`config.mk`:
```
export PLATFORM = sky130hd
export DESIGN_NAME = nmea_gga_altitude_extractor_top
export DESIGN_NICKNAME = d
export VERILOG_FILES = /design/src/hdl/ngga_pkg.sv /design/src/hdl/nmea_gga_altitude_extractor_top.sv
export SDC_FILE = /design/constraint.sdc
export NUM_CORES = 1
export LEC_CHECK = 0
export BUFFER_PORTS_ARGS = -buffer_cell sky130_fd_sc_hd__buf_4
export CAP_MARGIN = 20
export CORE_MARGIN = 3
export CORE_UTILIZATION = 49
export CTS_BUF_LIST = sky130_fd_sc_hd__clkbuf_8
export DETAILED_ROUTE_END_ITERATION = 16
export PLACE_DENSITY = 0.64
export RECOVER_POWER = 50
export SLEW_MARGIN = 15
export SYNTH_ARGS = -nofsm -noshare
export SYNTH_HDL_FRONTEND = slang
export SYNTH_SLANG_ARGS = --single-unit
```
`constraint.sdc`:
```
create_clock -name clk -period 9.7 [get_ports clk]
set_input_delay 2.91 -clock clk [delete_from_list [all_inputs] [get_ports clk]]
set_output_delay 2.91 -clock clk [all_outputs]
set_load 0.1 [all_outputs]
```
`src/hdl/ngga_pkg.sv`:
```
`default_nettype none

package ngga_pkg;

  typedef enum logic [2:0] {
    PH_HUNT,
    PH_COUNT,
    PH_LEAD,
    PH_INT,
    PH_FRAC,
    PH_DONE
  } phase_t;

  typedef struct packed {
    logic [7:0] rx_byte;
    logic       buffer_end;
  } in_t;

  typedef struct packed {
    logic               field_found;
    logic signed [31:0] altitude_milli;
  } out_t;

  localparam int          HDR_LEN = 6;
  localparam logic [7:0]  HDR_TEXT [HDR_LEN] = '{8'h24, 8'h47, 8'h50, 8'h47, 8'h47, 8'h41};
  localparam logic [7:0]  CH_NUL   = 8'h00;
  localparam logic [7:0]  CH_DOLLAR = 8'h24;
  localparam logic [7:0]  CH_CR    = 8'h0D;
  localparam logic [7:0]  CH_LF    = 8'h0A;
  localparam logic [7:0]  CH_TAB   = 8'h09;
  localparam logic [7:0]  CH_SPACE = 8'h20;
  localparam logic [7:0]  CH_COMMA = 8'h2C;
  localparam logic [7:0]  CH_PLUS  = 8'h2B;
  localparam logic [7:0]  CH_MINUS = 8'h2D;
  localparam logic [7:0]  CH_POINT = 8'h2E;
  localparam logic [7:0]  CH_ZERO  = 8'h30;
  localparam logic [7:0]  CH_NINE  = 8'h39;

  localparam logic [3:0]  FIELD_RESET = 4'd9;
  localparam logic [3:0]  COMMA_MAX   = 4'd15;

  // magnitude cap of the accumulator: 2^32
  localparam logic [32:0] MAG_CAP  = 33'h1_0000_0000;
  localparam logic [32:0] NEG_CAP  = 33'h0_8000_0000;
  localparam logic [32:0] POS_CAP  = 33'h0_7FFF_FFFF;

  // a * 10 + d, saturating at MAG_CAP
  function automatic logic [32:0] mul10_add(input logic [32:0] a, input logic [3:0] d);
    logic [36:0] r;
    r = {1'b0, a, 3'b000} + {3'b000, a, 1'b0} + {33'd0, d};
    return (r > {4'd0, MAG_CAP}) ? MAG_CAP : r[32:0];
  endfunction

  // 10^n for small n (at most 6)
  function automatic logic [23:0] pow10(input int n);
    logic [23:0] r;
    r = 24'd1;
    for (int i = 0; i < 6; i++) begin
      if (i < n) r = 24'(r * 24'd10);
    end
    return r;
  endfunction

endpackage

`default_nettype wire

```
`src/hdl/nmea_gga_altitude_extractor_top.sv`:
```
`default_nettype none

// Channel  | Ports                          | Moves
// ---------+--------------------------------+---------------------------------------
// input    | in_valid, in_ready, in_data    | one byte of a buffer, last-byte flag
// result   | out_valid, out_ready, out_data | found flag and altitude, one per buffer
// config   | cfg_valid, cfg_ready, cfg_data | field number (comma count), always ready
//
// One byte per cycle sustained while no stalled result holds back a last
// byte. A byte transfer lands in the input register, the parser state is
// updated from that register, and on a buffer's last byte a snapshot goes
// to the scaling stage (one multiply by a power of ten, then saturation)
// and on to the output register. Reset (rst_n low, synchronous) empties
// all stages and restores field number 9. A stalled result holds the stages
// behind it only when another last byte has to pass; other bytes keep flowing.

module nmea_gga_altitude_extractor_top
  import ngga_pkg::*;
#(
  parameter int FRAC_DIGITS = 3
) (
  input  wire  logic       clk,
  input  wire  logic       rst_n,
  input  wire  logic       in_valid,
  output       logic       in_ready,
  input  wire  in_t        in_data,
  output       logic       out_valid,
  input  wire  logic       out_ready,
  output       out_t       out_data,
  input  wire  logic       cfg_valid,
  output       logic       cfg_ready,
  input  wire  logic [3:0] cfg_data
);

  // fraction digit counter width, and scale factor width (10^n < 2^(4n))
  localparam int FCW = (FRAC_DIGITS > 0) ? $clog2(FRAC_DIGITS + 1) : 1;
  localparam int SCW = 4 * FRAC_DIGITS + 1;
  localparam int PW  = 33 + SCW;
  localparam logic [FCW-1:0] FRAC_MAX = FCW'(FRAC_DIGITS);

  // configuration
  logic [3:0] field_number_r;

  assign cfg_ready = 1'b1;

  always_ff @(posedge clk) begin
    if (!rst_n) begin
      field_number_r <= FIELD_RESET;
    end else if (cfg_valid) begin
      field_number_r <= cfg_data;
    end
  end

  // pipeline control
  logic s1_valid_r, fin_valid_r, out_valid_r;
  in_t  s1_data_r;
  logic out_free, fin_free, s1_go, fin_go;

  assign out_free = !out_valid_r || out_ready;
  assign fin_go   = fin_valid_r && out_free;
  assign fin_free = !fin_valid_r || out_free;
  assign s1_go    = s1_valid_r && (!s1_data_r.buffer_end || fin_free);
  assign in_ready = !s1_valid_r || s1_go;

  always_ff @(posedge clk) begin
    if (!rst_n) begin
      s1_valid_r <= 1'b0;
    end else if (in_ready) begin
      s1_valid_r <= in_valid;
    end
  end

  always_ff @(posedge clk) begin
    if (in_valid && in_ready) begin
      s1_data_r <= in_data;
    end
  end

  // parser state
  phase_t         phase_r, phase_nxt;
  logic [2:0]     hdr_pos_r, hdr_pos_nxt;
  logic [3:0]     comma_r, comma_nxt;
  logic [32:0]    accum_r, accum_nxt;
  logic [FCW-1:0] frac_r, frac_nxt;
  logic           neg_r, neg_nxt;
  logic           hit_r, hit_nxt;

  logic [7:0]  c;
  logic        c_digit, c_space, c_hdr, c_comma_hit;
  logic [3:0]  comma_inc;
  logic [32:0] accum_digit;

  assign c           = s1_data_r.rx_byte;
  assign c_digit     = (c >= CH_ZERO) && (c <= CH_NINE);
  assign c_space     = (c == CH_SPACE) || ((c >= CH_TAB) && (c <= CH_CR));
  assign c_hdr       = (c == HDR_TEXT[hdr_pos_r]);
  assign comma_inc   = (comma_r < COMMA_MAX) ? comma_r + 4'd1 : comma_r;
  assign c_comma_hit = (field_number_r != 4'd0) && (comma_inc == field_number_r);
  assign accum_digit = mul10_add(accum_r, c[3:0]);

  // next phase
  always_comb begin
    phase_nxt = phase_r;
    if (c == CH_NUL) begin
      phase_nxt = PH_DONE;
    end else begin
      case (phase_r)
        PH_HUNT: begin
          if (c_hdr && (hdr_pos_r == 3'(HDR_LEN - 1))) phase_nxt = PH_COUNT;
        end
        PH_COUNT: begin
          if ((c == CH_CR) || (c == CH_LF)) phase_nxt = PH_DONE;
          else if ((c == CH_COMMA) && c_comma_hit) phase_nxt = PH_LEAD;
        end
        PH_LEAD: begin
          if (c_space) phase_nxt = PH_LEAD;
          else if ((c == CH_PLUS) || (c == CH_MINUS) || c_digit) phase_nxt = PH_INT;
          else if (c == CH_POINT) phase_nxt = PH_FRAC;
          else phase_nxt = PH_DONE;
        end
        PH_INT: begin
          if (c_digit) phase_nxt = PH_INT;
          else if (c == CH_POINT) phase_nxt = PH_FRAC;
          else phase_nxt = PH_DONE;
        end
        PH_FRAC: begin
          if (!c_digit) phase_nxt = PH_DONE;
        end
        default: phase_nxt = phase_r;
      endcase
    end
  end

  // datapath updates
  always_comb begin
    hdr_pos_nxt = hdr_pos_r;
    comma_nxt   = comma_r;
    accum_nxt   = accum_r;
    frac_nxt    = frac_r;
    neg_nxt     = neg_r;
    hit_nxt     = hit_r;
    if (c != CH_NUL) begin
      case (phase_r)
        PH_HUNT: begin
          if (c_hdr) begin
            hdr_pos_nxt = (hdr_pos_r == 3'(HDR_LEN - 1)) ? 3'd0 : hdr_pos_r + 3'd1;
          end else begin
            hdr_pos_nxt = (c == CH_DOLLAR) ? 3'd1 : 3'd0;
          end
        end
        PH_COUNT: begin
          if ((c == CH_COMMA) && (c != CH_CR)) begin
            comma_nxt = comma_inc;
            if (c_comma_hit) hit_nxt = 1'b1;
          end
        end
        PH_LEAD: begin
          if (!c_space) begin
            if ((c == CH_PLUS) || (c == CH_MINUS)) neg_nxt = (c == CH_MINUS);
            else if (c_digit) accum_nxt = accum_digit;
          end
        end
        PH_INT: begin
          if (c_digit) accum_nxt = accum_digit;
        end
        PH_FRAC: begin
          if (c_digit && (frac_r < FRAC_MAX)) begin
            accum_nxt = accum_digit;
            frac_nxt  = frac_r + FCW'(1);
          end
        end
        default: hdr_pos_nxt = hdr_pos_r;
      endcase
    end
  end

  // state clears after each buffer's last byte
  always_ff @(posedge clk) begin
    if (!rst_n) begin
      phase_r   <= PH_HUNT;
      hdr_pos_r <= 3'd0;
      comma_r   <= 4'd0;
      accum_r   <= 33'd0;
      frac_r    <= '0;
      neg_r     <= 1'b0;
      hit_r     <= 1'b0;
    end else if (s1_go) begin
      if (s1_data_r.buffer_end) begin
        phase_r   <= PH_HUNT;
        hdr_pos_r <= 3'd0;
        comma_r   <= 4'd0;
        accum_r   <= 33'd0;
        frac_r    <= '0;
        neg_r     <= 1'b0;
        hit_r     <= 1'b0;
      end else begin
        phase_r   <= phase_nxt;
        hdr_pos_r <= hdr_pos_nxt;
        comma_r   <= comma_nxt;
        accum_r   <= accum_nxt;
        frac_r    <= frac_nxt;
        neg_r     <= neg_nxt;
        hit_r     <= hit_nxt;
      end
    end
  end

  // scaling stage: missing fraction digits become a power-of-ten factor
  logic           fin_hit_r, fin_neg_r;
  logic [32:0]    fin_mag_r;
  logic [FCW-1:0] fin_pad_r;
  logic           s1_to_fin;

  assign s1_to_fin = s1_go && s1_data_r.buffer_end;

  always_ff @(posedge clk) begin
    if (!rst_n) begin
      fin_valid_r <= 1'b0;
    end else if (fin_free) begin
      fin_valid_r <= s1_to_fin;
    end
  end

  always_ff @(posedge clk) begin
    if (s1_to_fin && fin_free) begin
      fin_hit_r <= hit_nxt;
      fin_neg_r <= neg_nxt;
      fin_mag_r <= accum_nxt;
      fin_pad_r <= FRAC_MAX - frac_nxt;
    end
  end

  logic [23:0]    pow_w;
  logic [SCW-1:0] scale;
  logic [PW-1:0]  prod;
  logic [32:0]    mag_sat, mag_neg, mag_pos;
  logic [31:0]    value;

  // saturating after each x10 equals saturating the whole product once
  assign pow_w   = pow10(int'(fin_pad_r));
  assign scale   = SCW'(pow_w);
  assign prod    = PW'(fin_mag_r) * PW'(scale);
  assign mag_sat = (prod > PW'(MAG_CAP)) ? MAG_CAP : prod[32:0];
  assign mag_neg = (mag_sat > NEG_CAP) ? NEG_CAP : mag_sat;
  assign mag_pos = (mag_sat > POS_CAP) ? POS_CAP : mag_sat;

  always_comb begin
    if (!fin_hit_r) value = 32'd0;
    else if (fin_neg_r) value = 32'(33'd0 - mag_neg);
    else value = mag_pos[31:0];
  end

  // output register
  always_ff @(posedge clk) begin
    if (!rst_n) begin
      out_valid_r <= 1'b0;
    end else if (out_free) begin
      out_valid_r <= fin_valid_r;
    end
  end

  always_ff @(posedge clk) begin
    if (fin_go) begin
      out_data.field_found    <= fin_hit_r;
      out_data.altitude_milli <= signed'(value);
    end
  end

  assign out_valid = out_valid_r;

endmodule

`default_nettype wire
```
==> impl_metrics.ini <==
[timing]
finalCriticalPeriod_ns = 8.94
fmax_mhz = 112
drv_slew = 72
finalHoldViolCount = 0
fin_setup_tns_ns = 0
fin_crit_sh_pct = 92.1
setup_viol = 0
worst_slew_pin_slew_ns = 3.13
rsz0062_at_grt = no
hold_ws_ns = 0.512
slew-limit-headroom_pct = -109
fin_worst_skew_ns = 0.0159

[cells_and_area]
fin_cells = 3187
n_antenna_cell = 0
area_growth_pct = 6.54
fin_area_mm2 = 0.0227
nNetsFinal = 3077
drive_above_1_share_pct = 3.79

[global_route]
overflow = 0
grt_pass1_wl_mm = 91.1
antenna_found_initial = 0
grt_max_degree = 113
grt_pass1_vias = 18100
grt_use_total_pct = 24.2

[floorplan]
die_h_um = 215
top_level_ports = 54
dieWidth_um = 215
rows = 75
core_area_mm2 = 0.0425
dieArea_mm2 = 0.0461
start_util_pct = 50.2

[outcome]
violations = capacitance limit, slew limit
status = finished with violations

[synth]
ys_seq_elements = 133
synth_area_leaders = fa_1 (26%), edfxtp_1 (11%), ha_1 (11%)
synth.largest_area_cell = fa_1
synth_cell_types = 79
netlist_area_mm2 = 0.0213
avgSynthCellArea_um2 = 8.39
synth-edff-count = 79
synth-seq-area-share_pct = 16.2
syn_inst = 2543
synthArstFlopShare_pct = 0
synth_ff_type = edfxtp_1
synth_common_cells = inv_1 (476), fa_1 (282), nand2_1 (269)
yosysMostFrequentCell = inv_1
ys_warn_count = 0
synth_top_cell_area_share_pct = 26.5

[place]
port_buffers = 52
place_congestion = 0.923
placed_area_mm2 = 0.0225
dp_cells = 3155
dp_hpwl_mm = 44.0

[worst_setup_path]
crit_start = fin_pad_r[1]
crit_fanout = 112
required_ns = 9.99
worstSetupEndpointType = flip-flop
reg2reg_slack_ns = 0.76
timing.rr.start = fin_pad_r[1]
startpoint_type = flip-flop
worstPathArrival_ns = 9.22
criticalPathCategory = reg -> reg

[route]
ant_nets = 0
vias = 17600
drt-met1-wl_mm = 23.6
drt_first_pass_iters = 5
met2_wirelength_mm = 26.6
top_layer = met4
drc = 0
met3_length_mm = 2.32
drtIter0Drc = 1122
vias_per_cell = 5.52
wl_per_cell_um = 16.8
routed_wl_mm = 53.6

[clocking]
clock_path_buffers = 2
numClockSinks = 133
htreeDepth = 4
numCtsBuffers = 17
clockRootBuffer = clkbuf_8
clk_latency_ns = 0.53
cts_tree = yes
clk_pin_slew_worst_paths_ns = 0.08

[power_and_ir_drop]
p_leak_nw = 10.7
ir_drop_mv = 0.223
p_total_mw = 2.72
powerDensity_mw_per_mm2 = 119

[flow_run]
cap_violations = 2

[hold_path]
min_from = accum_r[3]
holdCritPathClass = reg -> reg
-- logic make-up (layout without fill, tap and decap cells) --
kind of cell,count (synthesis),after routing,synth area share (%)
compound gates,506,506,15.2
xor+xnor,66,66,2.71
fa+ha+maj,462,462,37.0
buf+inv,579,580,10.3
flops,133,133,16.2
mux,20,20,0.962
other cells,2,68,0.0352
simple gates,775,775,17.7
-- metrics by stage --
step	util (%)	setup WS, ns
floorplan	-	1.20
global placement	52.8	0.963
detailed placement	52.8	0.655
CTS	53.8	0.598
global route	53.5	0.0689
finish	53.5	0.764
-- registers in the layout (all words and copies together), names as in the netlist --
signal	count
fin_hit_r	1
neg_r	1
phase_r	3
out_data	33
s1_valid_r	1
comma_r	4
accum_r	33
frac_r	2
s1_data_r	1
out_valid	1
field_number_r	4
hdr_pos_r	3
fin_neg_r	1
fin_mag_r	33
fin_pad_r	2
hit_r	1
c	8
fin_valid_r	1
-- path summary, 6_finish.rpt --
path                                      to  cells after the start
worst max-delay path            out_data[28]                     27
worst min-delay path              accum_r[3]                      2
worst max register to register  out_data[28]                     27
worst min register to register    accum_r[3]                      2
-- repair_timing --
item | in CTS | in global routing
endpoints found under the setup margin | 0 | 4
setup buffers | 0 | 0
hold buffers | 0 | 0
endpoints found under the hold margin | 0 | 0
resized for setup | 0 | 3
-- power by group --
| part | internal [mW] | switching (mW) | total (mW) |
|---|---|---|---|
| Sequential | 0.609 | 0.0150 | 0.624 |
| Clock | 0.237 | 0.244 | 0.481 |
| Combinational | 0.567 | 1.04 | 1.61 |
| Total | 1.41 | 1.30 | 2.72 |
-- layout make-up --
class                           count  area (µm²)
Fill cell                        4065       19800
Multi-Input combinational cell   1897       16000
Sequential cell                   133        3450
Inverter                          477        1790
Tap cell                          577         722
Timing Repair Buffer               71         412
Clock buffer                       18         248
Clock inverter                     14         146
-- per-layer routing --
layer  vias to the layer above  GRT usage (%)
li1                       8465              -
met1                      8629           31.6
met2                       419           42.1
met3                        74           3.17
met4                         0           7.34
met5                         -              0
-- critical path: stages, from the launching register on --
cell and delay (ns):
edfxtp_1 0.41, clkbuf_16 0.40, nand2_1 0.20, inv_1 0.15
nand2_1 0.18, fa_1 0.49, fa_1 0.55, inv_1 0.05
fa_1 0.52, fa_1 0.56, inv_1 0.05, fa_1 0.52
inv_1 0.04, ha_1 0.37, a21oi_1 0.21, o21ai_1 0.16
a221o_1 0.37, or3_1 0.33, a222oi_1 0.34, o211ai_1 0.24
nor4b_4 0.41, a41oi_1 0.23, nor4b_4 0.36, nand3_1 0.15
ha_1 0.44, nand2_2 0.29, o21ai_1 0.15, a2111oi_0 0.42
-- layout by cell type (no fill, tap or decap), types with 28 or more instances in the layout --
cell type / n
a21o_1: 37
a21oi_1: 119
and2_1: 80
clkbuf_1: 38
conb_1: 68
dfxtp_1: 54
edfxtp_1: 79
fa_1: 282
ha_1: 180
inv_1: 477
nand2_1: 268
nand3_1: 93
nand4_1: 28
nor2_1: 139
nor3_1: 47
o21ai_0: 149
xnor2_1: 36
xor2_1: 29
Power figures use the tool's default switching activity.
